## src/hw/rtl/accel_tilt_angles_macros.svh

```systemverilog
// Assertion macros used by the tilt angle RTL.
// Each use names a label, the clock, the reset, a condition, the expected
// consequence and a message.
`ifndef ACCEL_TILT_ANGLES_MACROS_SVH
`define ACCEL_TILT_ANGLES_MACROS_SVH
`ifndef SYNTHESIS
// same-cycle implication
`define ATA_ASSERT_IMP(lbl, clk, rst, ante, cons, msg) \
   lbl: assert property (@(posedge clk) disable iff (rst) (ante) |-> (cons)) \
      else $error(msg);
// next-cycle implication
`define ATA_ASSERT_NXT(lbl, clk, rst, ante, cons, msg) \
   lbl: assert property (@(posedge clk) disable iff (rst) (ante) |=> (cons)) \
      else $error(msg);
`else
`define ATA_ASSERT_IMP(lbl, clk, rst, ante, cons, msg)
`define ATA_ASSERT_NXT(lbl, clk, rst, ante, cons, msg)
`endif
`endif

```

## src/hw/rtl/ata_pkg.sv

```systemverilog
package ata_pkg;

   // sample and step counts
   parameter int SAMPLE_WIDTH = 16;
   parameter int CORDIC_STEPS = 16;
   parameter int SCALE_BITS   = 32 - SAMPLE_WIDTH;

   // square root datapath: radicand is the sum of squares shifted to the top of 64 bits
   parameter int SQ_W   = 2 * SAMPLE_WIDTH;
   parameter int ROOT_W = 32;
   parameter int REM_W  = ROOT_W + 4;

   // CORDIC datapath: room for the scaled root times the CORDIC gain
   parameter int COORD_W = 35;
   parameter int ANGLE_W = 16;
   parameter int TAG_W   = 16;

   parameter int HALF_PI_UNITS = 16384;
   parameter int TABLE_LEN     = 24;
   parameter int STEP_W        = $clog2(TABLE_LEN);

   // pipeline shape
   parameter int PITCH_DLY  = ROOT_W - CORDIC_STEPS;
   parameter int NUM_STAGES = 2 + ROOT_W + CORDIC_STEPS;

   // output queue
   parameter int Q_DEPTH = 2;
   parameter int Q_CNT_W = $clog2(Q_DEPTH + 1);
   parameter int Q_PTR_W = $clog2(Q_DEPTH);

   // atan(2^-i) in units of pi/32768, rounded
   parameter logic signed [ANGLE_W-1:0] STEP_ANGLE [TABLE_LEN] = '{
      16'sd8192, 16'sd4836, 16'sd2555, 16'sd1297, 16'sd651, 16'sd326, 16'sd163, 16'sd81,
      16'sd41,   16'sd20,   16'sd10,   16'sd5,    16'sd3,   16'sd1,   16'sd1,   16'sd0,
      16'sd0,    16'sd0,    16'sd0,    16'sd0,    16'sd0,   16'sd0,   16'sd0,   16'sd0
   };

   typedef struct packed {
      logic [REM_W-1:0]  rem;
      logic [ROOT_W-1:0] root;
      logic [SQ_W-1:0]   rad;
   } sqrt_type;

   typedef struct packed {
      logic signed [COORD_W-1:0] x;
      logic signed [COORD_W-1:0] y;
      logic signed [ANGLE_W-1:0] z;
      logic                      is_zero;
      logic                      is_half;
      logic                      is_pos;
   } cordic_type;

   typedef struct packed {
      logic signed [SAMPLE_WIDTH-1:0] accel_y;
      logic [TAG_W-1:0]               tag;
   } pass_type;

   typedef struct packed {
      logic signed [ANGLE_W-1:0] pitch;
      logic [TAG_W-1:0]          tag;
   } tail_type;

   typedef struct packed {
      logic signed [ANGLE_W-1:0] roll;
      logic signed [ANGLE_W-1:0] pitch;
      logic [TAG_W-1:0]          tag;
   } result_type;

   // sign-extend a sample (one spare bit for negation) and scale it up
   function automatic logic signed [COORD_W-1:0] scale_up(
      input logic signed [SAMPLE_WIDTH:0] v);
      logic signed [COORD_W-1:0] wide;
      wide = COORD_W'(v);
      return wide <<< SCALE_BITS;
   endfunction

   // resolve the degenerate vectors and clamp to +-pi/2
   function automatic logic signed [ANGLE_W-1:0] cordic_finish(input cordic_type c);
      logic signed [ANGLE_W-1:0] half;
      logic signed [ANGLE_W-1:0] ang;
      half = ANGLE_W'(HALF_PI_UNITS);
      if (c.is_zero) begin
         ang = '0;
      end else if (c.is_half) begin
         ang = c.is_pos ? half : -half;
      end else if (c.z > half) begin
         ang = half;
      end else if (c.z < -half) begin
         ang = -half;
      end else begin
         ang = c.z;
      end
      return ang;
   endfunction

endpackage

```

## src/hw/rtl/ata_sqrt_cell.sv

```systemverilog
// One restoring square root step: brings down two radicand bits, settles one root bit.
module ata_sqrt_cell (
   input  logic              clock,
   input  logic              adv,
   input  ata_pkg::sqrt_type root_prev,
   output ata_pkg::sqrt_type root_ff
);

   logic [ata_pkg::REM_W-1:0] rem_sh;
   logic [ata_pkg::REM_W-1:0] trial;
   logic                      fits;
   ata_pkg::sqrt_type         root_in;

   // trial subtract of (4*root + 1)
   always_comb begin
      rem_sh  = {root_prev.rem[ata_pkg::REM_W-3:0], root_prev.rad[ata_pkg::SQ_W-1 -: 2]};
      trial   = ata_pkg::REM_W'({root_prev.root, 2'b01});
      fits    = (rem_sh >= trial);
      root_in.rem  = fits ? (rem_sh - trial) : rem_sh;
      root_in.root = {root_prev.root[ata_pkg::ROOT_W-2:0], fits};
      root_in.rad  = {root_prev.rad[ata_pkg::SQ_W-3:0], 2'b00};
   end

   always_ff @(posedge clock) begin
      if (adv) begin
         root_ff <= root_in;
      end
   end

endmodule

```

## config.mk

```make
export PLATFORM = sky130hd
export DESIGN_NAME = ata_sqrt_cell
export DESIGN_NICKNAME = d
export VERILOG_FILES = /design/src/hw/rtl/accel_tilt_angles_macros.svh /design/src/hw/rtl/ata_pkg.sv /design/src/hw/rtl/ata_sqrt_cell.sv
export SDC_FILE = /design/constraint.sdc
export NUM_CORES = 1
export LEC_CHECK = 0
export ABC_CLOCK_PERIOD_IN_PS = 6500
export BUFFER_PORTS_ARGS = -buffer_cell sky130_fd_sc_hd__buf_2
export CAP_MARGIN = 20
export CORE_MARGIN = 5
export CORE_UTILIZATION = 25
export DETAILED_ROUTE_END_ITERATION = 10
export GPL_ROUTABILITY_DRIVEN = 0
export SLEW_MARGIN = 5
export SYNTH_ARGS = -nofsm -noshare
export SYNTH_HDL_FRONTEND = slang
export SYNTH_SLANG_ARGS = --single-unit
export TNS_END_PERCENT = 30
```

## constraint.sdc

```tcl
create_clock -name clock -period 6.5 [get_ports clock]
set_input_delay 1.3 -clock clock [delete_from_list [all_inputs] [get_ports clock]]
set_output_delay 1.3 -clock clock [all_outputs]
set_load 0.01 [all_outputs]
```

==> flow_summary.json <==
{
  "critPathBufInv": 3,
  "fp.dieH_microns": 159.3,
  "vdd_drop_max_uv": 142.8,
  "status": "finished, final reports clean",
  "port_buffers": 197,
  "fin_setup_tns_ns": 0,
  "drc": 0,
  "min_period_ns": 4.285,
  "core_sq_mm": 0.02189,
  "grt_max_degree": 59,
  "p_per_area_mw_per_mm2": 257.3,
  "synth-seq-cells": 98,
  "setup_viol": 0,
  "postCtsHoldBufs": 0,
  "cts_resized": 0,
  "leakage_nw": 3.059,
  "clkSlewWorstSetupHoldPaths_ns": 0.07,
  "synth_most_common_cell": "edfxtp_1",
  "dp_hpwl_microns": 12030,
  "cts_buffers": 9,
  "htreeDepth": 3,
  "arrival_ns": 4.39,
  "final.period_utilization_pct": 65.92,
  "cts_buffer_depth": 2,
  "layout.nets": 817,
  "largest_reg_flops": 98,
  "hold_viol_final": 0,
  "critPathMaxFanout": 35,
  "largest_register": "root_ff",
  "crit_path_start_kind": "input port",
  "drv_slew": 0,
  "first_global_vias": 4385,
  "synth_area_per_cell_sq_um": 11.25,
  "detail-route-antenna-nets": 0,
  "maxCapViolations": 0,
  "fill_cells": 2313,
  "critPathKind": "in2reg",
  "vias": 4387,
  "synth.distinct_cells": 60,
  "multi_input_area_sq_mm": 0.002332,
  "postSynth.asyncResetShare_pct": 0,
  "grt_usage_pct": 11.58,
  "synth_area_sq_mm": 0.005569,
  "drive_gt1_share_pct": 35.28,
  "cts_tree": "built",
  "die_w_microns": 159.3,
  "postLayoutCoreUtil_pct": 32.52,
  "yosysWarningCount": 0,
  "cp_slowest_cell": "a21oi_4",
  "globalRouteOverflowTotal": 0,
  "p_total_mw": 1.832,
  "detail_route.wl_per_cell_microns": 16.04,
  "hold-worst-slack_ns": 1.117,
  "cts_root_buf": "clkbuf_16",
  "critPathTopFamily": "simple AND/OR/NAND/NOR gates",
  "io_pins": 202,
  "hp-class": "in2reg",
  "yosysSeqAreaShare_pct": 52.84,
  "start_util_pct": 25.44,
  "syn_inst": 495,
  "drt_iter0_drc": 231,
  "ys_top_cells_by_area": "edfxtp_1, ha_1, a21oi_1, xnor2_1, inv_1",
  "dieArea_sq_mm": 0.02536,
  "grt_pass1_wl_microns": 23740,
  "synth_edf_count": 98,
  "via_per_inst": 4.537,
  "required_ns": 6.60,
  "cts_setup_buffers": 0,
  "path_cells": "buf_2, inv_1, ha_1, nand4_1, nor4_2, and3_1, a21bo_1, and2_4, a21oi_4, buf_12, mux2_2",
  "first_pass_iters": 4,
  "hold_depth": 1,
  "max_freq_mhz": 233.4,
  "area_delta_synth_final_pct": 27.81,
  "cp.depth": 11,
  "slowest_delay_ns": 0.59,
  "slew_headroom_pct": 45.48,
  "rsz0062_at_grt": "no",
  "yosys.area.top_type": "edfxtp_1",
  "synth_common_cells": "edfxtp_1, a21oi_1, inv_1, nor2_1, ha_1",
  "register_area_sq_mm": 0.002943,
  "largestRegisters": "root_ff x98",
  "end_kind": "register",
  "synth-main-ff-cell": "edfxtp_1",
  "worst_pin_slew_ns": 0.8179,
  "rows": 54,
  "clkSinkCount": 98,
  "antenna_found_initial": 4,
  "yosysTopAreaCellShare_pct": 52.84,
  "finalWirelength_microns": 15510
}
==> placed cells by master, fill, tap and decap left out, types with 3 or more instances in the layout <==
| master | synthesis | final |
|---|---|---|
| buf_2 | 8 | 196 |
| edfxtp_1 | 98 | 98 |
| a21oi_1 | 47 | 47 |
| inv_1 | 40 | 40 |
| nor2_1 | 35 | 35 |
| ha_1 | 34 | 34 |
| nand2_1 | 31 | 31 |
| o21ai_0 | 23 | 23 |
| xnor2_1 | 18 | 18 |
| xor2_1 | 15 | 15 |
| a21oi_2 | 12 | 12 |
| nand4_1 | 10 | 10 |
| nand3_1 | 10 | 10 |
| nor3_1 | 9 | 9 |
| clkbuf_16 | 0 | 9 |
| nor2b_1 | 7 | 7 |
| a21o_1 | 6 | 6 |
| and3_1 | 6 | 6 |
| o21bai_1 | 6 | 6 |
| mux2_1 | 6 | 6 |
| mux2_2 | 6 | 6 |
| o21a_1 | 4 | 4 |
| o211ai_1 | 4 | 4 |
| nand2b_1 | 4 | 4 |
| o21ai_1 | 3 | 3 |
| inv_6 | 0 | 3 |
==> per-layer routing <==
metal / up-vias / global-route usage, % / part of all wire [%] / wire, microns
met5: - / 0 / 0.18 / 28
met3: 20 / 4.064 / 7.8 / 1208
met1: 2030 / 14.56 / 45 / 6997
met4: 6 / 4.149 / 1.5 / 233
li1: 2180 / - / - / -
met2: 151 / 18.48 / 45 / 7042
==> path summary, 6_finish.rpt <==
check | startpoint | to | slack [ns]
min | root_prev[29] | root_ff[31]$_DFFE_PP_ | 1.12
max | root_prev[56] | root_ff[71]$_DFFE_PP_ | 2.22
==> through the flow <==
step	instances	worst slack [ns]	area [sq um]
2_1_floorplan	496	2.905	5573
6_report	967	2.215	7118
3_5_place_dp	950	1.771	6792
4_1_cts	966	2.143	7116
3_3_place_gp	950	1.771	6792
5_1_grt	967	1.975	7118
==> layout make-up <==
class / count / area share [%]
clock inverter: 7 / 1.389
tap: 280 / 4.922
antenna: 1 / 0.03516
clock buffer: 9 / 3.164
timing repair buffer: 199 / 14.27
multi-input combinational: 333 / 32.77
inverter: 40 / 2.109
sequential: 98 / 41.34
==> cell families after synthesis <==
kind of cell	Yosys count	share of synthesized area [%]
compound gates	128	15.23
other cells	1	0.06734
flops	98	52.84
mux	12	2.426
xor+xnor	33	5.190
buf+inv	65	5.347
simple gates	124	11.26
fa+ha+maj	34	7.639
==> power breakdown <==
part	switching, mW	total [mW]	internal, mW	leakage (nW)
Clock	0.255	0.597	0.341	0.158
Combinational	0.253	0.437	0.183	1.94
Sequential	0.0146	0.798	0.784	0.960
No activity file was read; power rests on OpenSTA's default activity.
