<file path="src/hw/rtl/accel_tilt_angles_macros.svh">
// Assertion macros used by the tilt angle RTL.
// Each use names a label, the clock, the reset, a condition, the expected
// consequence and a message.
`ifndef ACCEL_TILT_ANGLES_MACROS_SVH
`define ACCEL_TILT_ANGLES_MACROS_SVH
`ifndef SYNTHESIS
// same-cycle implication
`define ATA_ASSERT_IMP(lbl, clk, rst, ante, cons, msg) \
   lbl: assert property (@(posedge clk) disable iff (rst) (ante) |-> (cons)) \
      else $error(msg);
// next-cycle implication
`define ATA_ASSERT_NXT(lbl, clk, rst, ante, cons, msg) \
   lbl: assert property (@(posedge clk) disable iff (rst) (ante) |=> (cons)) \
      else $error(msg);
`else
`define ATA_ASSERT_IMP(lbl, clk, rst, ante, cons, msg)
`define ATA_ASSERT_NXT(lbl, clk, rst, ante, cons, msg)
`endif
`endif

</file>
<file path="src/hw/rtl/ata_pkg.sv">
package ata_pkg;

   // sample and step counts
   parameter int SAMPLE_WIDTH = 16;
   parameter int CORDIC_STEPS = 16;
   parameter int SCALE_BITS   = 32 - SAMPLE_WIDTH;

   // square root datapath: radicand is the sum of squares shifted to the top of 64 bits
   parameter int SQ_W   = 2 * SAMPLE_WIDTH;
   parameter int ROOT_W = 32;
   parameter int REM_W  = ROOT_W + 4;

   // CORDIC datapath: room for the scaled root times the CORDIC gain
   parameter int COORD_W = 35;
   parameter int ANGLE_W = 16;
   parameter int TAG_W   = 16;

   parameter int HALF_PI_UNITS = 16384;
   parameter int TABLE_LEN     = 24;
   parameter int STEP_W        = $clog2(TABLE_LEN);

   // pipeline shape
   parameter int PITCH_DLY  = ROOT_W - CORDIC_STEPS;
   parameter int NUM_STAGES = 2 + ROOT_W + CORDIC_STEPS;

   // output queue
   parameter int Q_DEPTH = 2;
   parameter int Q_CNT_W = $clog2(Q_DEPTH + 1);
   parameter int Q_PTR_W = $clog2(Q_DEPTH);

   // atan(2^-i) in units of pi/32768, rounded
   parameter logic signed [ANGLE_W-1:0] STEP_ANGLE [TABLE_LEN] = '{
      16'sd8192, 16'sd4836, 16'sd2555, 16'sd1297, 16'sd651, 16'sd326, 16'sd163, 16'sd81,
      16'sd41,   16'sd20,   16'sd10,   16'sd5,    16'sd3,   16'sd1,   16'sd1,   16'sd0,
      16'sd0,    16'sd0,    16'sd0,    16'sd0,    16'sd0,   16'sd0,   16'sd0,   16'sd0
   };

   typedef struct packed {
      logic [REM_W-1:0]  rem;
      logic [ROOT_W-1:0] root;
      logic [SQ_W-1:0]   rad;
   } sqrt_type;

   typedef struct packed {
      logic signed [COORD_W-1:0] x;
      logic signed [COORD_W-1:0] y;
      logic signed [ANGLE_W-1:0] z;
      logic                      is_zero;
      logic                      is_half;
      logic                      is_pos;
   } cordic_type;

   typedef struct packed {
      logic signed [SAMPLE_WIDTH-1:0] accel_y;
      logic [TAG_W-1:0]               tag;
   } pass_type;

   typedef struct packed {
      logic signed [ANGLE_W-1:0] pitch;
      logic [TAG_W-1:0]          tag;
   } tail_type;

   typedef struct packed {
      logic signed [ANGLE_W-1:0] roll;
      logic signed [ANGLE_W-1:0] pitch;
      logic [TAG_W-1:0]          tag;
   } result_type;

   // sign-extend a sample (one spare bit for negation) and scale it up
   function automatic logic signed [COORD_W-1:0] scale_up(
      input logic signed [SAMPLE_WIDTH:0] v);
      logic signed [COORD_W-1:0] wide;
      wide = COORD_W'(v);
      return wide <<< SCALE_BITS;
   endfunction

   // resolve the degenerate vectors and clamp to +-pi/2
   function automatic logic signed [ANGLE_W-1:0] cordic_finish(input cordic_type c);
      logic signed [ANGLE_W-1:0] half;
      logic signed [ANGLE_W-1:0] ang;
      half = ANGLE_W'(HALF_PI_UNITS);
      if (c.is_zero) begin
         ang = '0;
      end else if (c.is_half) begin
         ang = c.is_pos ? half : -half;
      end else if (c.z > half) begin
         ang = half;
      end else if (c.z < -half) begin
         ang = -half;
      end else begin
         ang = c.z;
      end
      return ang;
   endfunction

endpackage

</file>
<file path="src/hw/rtl/ata_cordic_cell.sv">
// One vectoring CORDIC step: rotate toward the x axis by atan(2^-step).
module ata_cordic_cell (
   input  logic                        clock,
   input  logic                        adv,
   input  logic [ata_pkg::STEP_W-1:0]  step,
   input  ata_pkg::cordic_type         vec_prev,
   output ata_pkg::cordic_type         vec_ff
);

   logic signed [ata_pkg::COORD_W-1:0] x_c;
   logic signed [ata_pkg::COORD_W-1:0] y_c;
   logic signed [ata_pkg::COORD_W-1:0] xs;
   logic signed [ata_pkg::COORD_W-1:0] ys;
   logic signed [ata_pkg::ANGLE_W-1:0] ang;
   logic                               y_pos;
   ata_pkg::cordic_type                vec_in;

   // shift-add rotation, direction by the sign of y
   always_comb begin
      x_c   = vec_prev.x;
      y_c   = vec_prev.y;
      xs    = x_c >>> step;
      ys    = y_c >>> step;
      ang   = ata_pkg::STEP_ANGLE[step];
      y_pos = !y_c[ata_pkg::COORD_W-1] && (y_c != '0);
      vec_in = vec_prev;
      if (y_pos) begin
         vec_in.x = x_c + ys;
         vec_in.y = y_c - xs;
         vec_in.z = vec_prev.z + ang;
      end else begin
         vec_in.x = x_c - ys;
         vec_in.y = y_c + xs;
         vec_in.z = vec_prev.z - ang;
      end
   end

   always_ff @(posedge clock) begin
      if (adv) begin
         vec_ff <= vec_in;
      end
   end

endmodule
</file>
<file path="config.mk">
export PLATFORM = sky130hd
export DESIGN_NAME = ata_cordic_cell
export DESIGN_NICKNAME = d
export VERILOG_FILES = /design/src/hw/rtl/accel_tilt_angles_macros.svh /design/src/hw/rtl/ata_pkg.sv /design/src/hw/rtl/ata_cordic_cell.sv
export SDC_FILE = /design/constraint.sdc
export NUM_CORES = 1
export LEC_CHECK = 0
export BUFFER_PORTS_ARGS = -buffer_cell sky130_fd_sc_hd__clkbuf_2
export CORE_AREA = 2 2 180 182
export CTS_BUF_LIST = sky130_fd_sc_hd__clkbuf_2
export CTS_CLUSTER_DIAMETER = 30
export CTS_CLUSTER_SIZE = 14
export DETAILED_ROUTE_END_ITERATION = 10
export DIE_AREA = 0 0 182 184
export GPL_ROUTABILITY_DRIVEN = 0
export PLACE_DENSITY = 0.65
export SLEW_MARGIN = 20
export SYNTH_ARGS = -nofsm -noshare
export SYNTH_HDL_FRONTEND = slang
export SYNTH_SLANG_ARGS = --single-unit
export TNS_END_PERCENT = 10
</file>
<file path="constraint.sdc">
create_clock -name clock -period 5.81 [get_ports clock]
set_input_delay 0.8715 -clock clock [delete_from_list [all_inputs] [get_ports clock]]
set_output_delay 0.8715 -clock clock [all_outputs]
set_load 0.01 [all_outputs]
</file>
==> results.md <==
- Setup repair after global routing left no endpoint under its margin.
- The cell area after placement is 18500 um^2.
- The share of final-layout standard cells stronger than drive strength 1 is around two fifths.
- After detailed routing, the number of remaining DRC violations is 0.
- The completed layout was analyzed and its total power is just under 4 mW.
- The total power density per cell area is approximately 210 nW/um^2.
- The slowest stage of the critical path is the sky130_fd_sc_hd__or4b_4 cell.
- After the flow finishes, the layout carries non-filler instances totaling 2496.
- The delay of the slowest cell on the worst path is about 0.55 ns.
- After clock tree synthesis, the clock-pin slew on the worst setup and hold paths is roughly 0.24 ns.
- The register with the most flip-flops in the layout has just under 90 of them.
- For the pin with the worst max-slew slack, the measured transition is ~0.8 ns.
- The worst setup path is captured at a register.
- The critical path buffer and inverter count is 4.
- At the worst endpoint, the arrival time is between 6 and 7 ns.
- The total standard cell area after synthesis is 14000 um^2.
- The sink count of the clock tree is between 80 and 90.
- The average via count per standard cell is 6.10.
- After filler insertion, the fill cell instance count of the layout stands at around 2800.
- The post-DP HPWL is ~43000 um.
- The floorplan step set the die width to roughly 180 um.
- The post-placement cell count is roughly 2500.
- The via total after detailed routing is roughly 15000.
- In this run the biggest area consumer among cell types represents 19.2% of the synthesized area.
- The number of clock buffers added by TritonCTS is 9.
- The ratio of final minimum period to clock period is a little over nine tenths.
- The count of pins over their slew limit is 0.
- The aggregate global-route resource usage is 31.0%.
- The synthesized flop and latch total is roughly 90.
- The smallest hold slack is 0.278 ns.
- The net count after synthesis is about 1700.
- The area growth from synthesis to layout is 33.1%.
- Hold repair after CTS inserted 0 buffers.
- The mean instance size in the synthesized netlist is between 9 and 10 um^2.
- The maximum buffer depth of the clock tree is 2.
- TritonCTS built the clock tree.
- The headroom to the max-slew limit is a little under half.
- The cell at the root of the clock tree is sky130_fd_sc_hd__clkbuf_2.
- The worst vdd rail ir drop is ~0.16 mV.
- The setup slack after layout is between 0.2 and 0.25 ns.
- The path class of the tightest hold or removal check is in -> reg.
- The most used flip-flop cell after synthesis is sky130_fd_sc_hd__edfxtp_1.
- STA classifies the critical path startpoint as a primary input.
- Entering global routing, the biggest net connects 55 pins.
- The number of input and output port buffers inserted is approximately 180.
- The register with the most flip-flops in the final layout is vec_ff.
- The cell count after synthesis came out at roughly 1500.
- The number of global-route vias before repair is approximately 15000.
- In the synthesized netlist the async set-or-reset flop fraction comes to 0%.
- The first global-routing pass estimated around 80000 um of wire.
- The core utilization of the finished layout is between 50% and 60%.
- The register area share after synthesis is a little under a fifth.
- For this configuration, the core starts out at a cell density of between 40 and 50%.
- The largest total area in the synthesized netlist belongs to sky130_fd_sc_hd__edfxtp_1.
- Wires add up to 52100 um.
- The maximum achievable frequency is around 180 MHz.
- The Yosys step of the flow raised 0 warnings.
- After detailed routing, the average wire length per cell comes to ~21 um.
- The final layout contains roughly 2300 nets.
- Along the worst path, the maximum fanout reaches 8.
- The start-to-end type of the worst setup path is in -> reg.
- The standard-cell row count is 65.
- The final setup TNS is 0 ns.
- The worst path needs approximately 5.6 ns of the cycle, external delays included.
- The area of the core region is approximately 31000 um^2.
- The die boundary height is about 180 um.
- The number of I/O pins is 185.
- The number of antenna violations at the first check in global routing was 1.
- The summed area of non-filler cells in the final layout is between 15000 and 20000 um^2.
- Data on the critical path is required at its endpoint by ~6.5 ns.
- Counting distinct cell types in the post-synthesis netlist gives between 90 and 100.
- The largest registers in the layout are vec_ff x89.
- The die area is 33500 um^2.
- The H-tree depth reported by CTS is 3.
- The remaining number of nets flagged by the antenna check after routing is 0.
- In this run, synthesis inferred 89 flip-flops with an integrated enable.
- The flow ran to the end, and the final reports show no timing, DRC or antenna violations.
- The leakage power total is 8.50 nW.
- Yosys attributes the largest share of cell area to sky130_fd_sc_hd__edfxtp_1 (19%), sky130_fd_sc_hd__mux4_2 (15%), sky130_fd_sc_hd__ha_1 (8.3%).
- The number of endpoints with negative hold slack in the final report came to 0.
- In this design, the largest share of critical-path delay is due to compound AO/OA/AOI/OAI gates.
- The number of failing setup endpoints in the final timing report is 0.
- The worst setup slack after placement is -0.506 ns.
- The total global routing overflow is 0.
- For this block, the initial DRC count from the detailed router was approximately 1800.
- The first TritonRoute pass finished after 6 iterations.
- The tool flagged a number of max-cap violations equal to 0.
-- final cells by class --
type / instances / area (um^2) / area share [%]
antenna: 4 / 10.0 / 0.0539
clock buffer: 11 / 55.1 / 0.296
clock inverter: 4 / 21.3 / 0.115
inverter: 43 / 161 / 0.869
timing repair buffer: 631 / 4390 / 23.6
sequential: 89 / 2670 / 14.4
tap: 402 / 503 / 2.71
multi-input combinational: 1312 / 10800 / 57.9
-- logic make-up (layout without fill, tap and decap cells) --
family                   after synthesis  in the layout  synth area share [%]
multiplexers                         190            190                  22.1
flip-flops                            89             89                  19.2
adder cells (fa/ha/maj)               96             96                  8.77
XOR/XNOR                             144            144                  9.04
buffers and inverters                128            689                  4.38
AO/OA/AOI/OAI                        445            445                  21.2
other                                  0              4                     0
AND/OR/NAND/NOR                      437            437                  15.4
-- power by group --
group	leakage, nW	total (mW)	switching [mW]	internal [mW]
registers	0.871	0.998	0.0450	0.953
clock network	0.0553	0.290	0.235	0.0548
logic	7.57	2.65	1.36	1.28
total	8.50	3.93	1.64	2.29
-- worst paths after layout --
kind	from	end	slack (ns)	cells after the start
worst max-delay path	step[0]	vec_ff[52]	0.24	25
worst min-delay path	vec_prev[2]	vec_ff[2]	0.28	1
-- cell usage in the layout (no fill, tap or decap), drive strengths merged, types with 28 or more instances in the layout --
cell type,Yosys,layout
nor3,28,28
mux4,91,91
ha,93,93
a31oi,29,29
xnor2,89,89
clkbuf,34,191
nor2,130,130
mux2,36,36
nand3,29,29
xor2,55,55
inv,43,43
edfxtp,89,89
mux2i,63,63
a21oi,129,129
a21o,54,54
o21ai,87,87
buf,51,451
nand2,137,137
-- routing by layer --
| metal | global-route usage [%] | share of wire (%) | vias up | routed length (um) |
|---|---|---|---|---|
| met1 | 40.3 | 40 | 7226 | 21000 |
| met2 | 48.7 | 44 | 844 | 23000 |
| met3 | 7.37 | 11 | 177 | 5530 |
| li1 | - | - | 6989 | - |
| met4 | 15.1 | 4.9 | 0 | 2570 |
| met5 | 0 | 0 | - | 0 |
-- cell usage after synthesis (11+ instances only) --
library cell / instances
sky130_fd_sc_hd__ha_1: 93
sky130_fd_sc_hd__nor2_1: 130
sky130_fd_sc_hd__mux2i_1: 63
sky130_fd_sc_hd__a31oi_1: 29
sky130_fd_sc_hd__mux2_2: 27
sky130_fd_sc_hd__o21ai_0: 73
sky130_fd_sc_hd__edfxtp_1: 89
sky130_fd_sc_hd__xor2_1: 55
sky130_fd_sc_hd__o21bai_1: 14
sky130_fd_sc_hd__clkbuf_1: 34
sky130_fd_sc_hd__o22ai_1: 17
sky130_fd_sc_hd__nor4_1: 12
sky130_fd_sc_hd__xnor2_1: 89
sky130_fd_sc_hd__a21oi_1: 127
sky130_fd_sc_hd__nand3_1: 29
sky130_fd_sc_hd__nand2b_1: 20
sky130_fd_sc_hd__o21ai_1: 13
sky130_fd_sc_hd__nor3_1: 24
sky130_fd_sc_hd__inv_1: 41
sky130_fd_sc_hd__mux4_2: 91
sky130_fd_sc_hd__nand4_1: 11
sky130_fd_sc_hd__and3_1: 14
sky130_fd_sc_hd__buf_2: 20
sky130_fd_sc_hd__nand2_1: 136
sky130_fd_sc_hd__buf_1: 17
sky130_fd_sc_hd__a21o_1: 54
-- repair_timing --
item                                    CTS  global route
endpoints found under the hold margin     0             0
resized for setup                         0             4
buffers inserted                          0             1
endpoints found under the setup margin    0             2
Note: power is estimated with default switching activity, not from simulation.
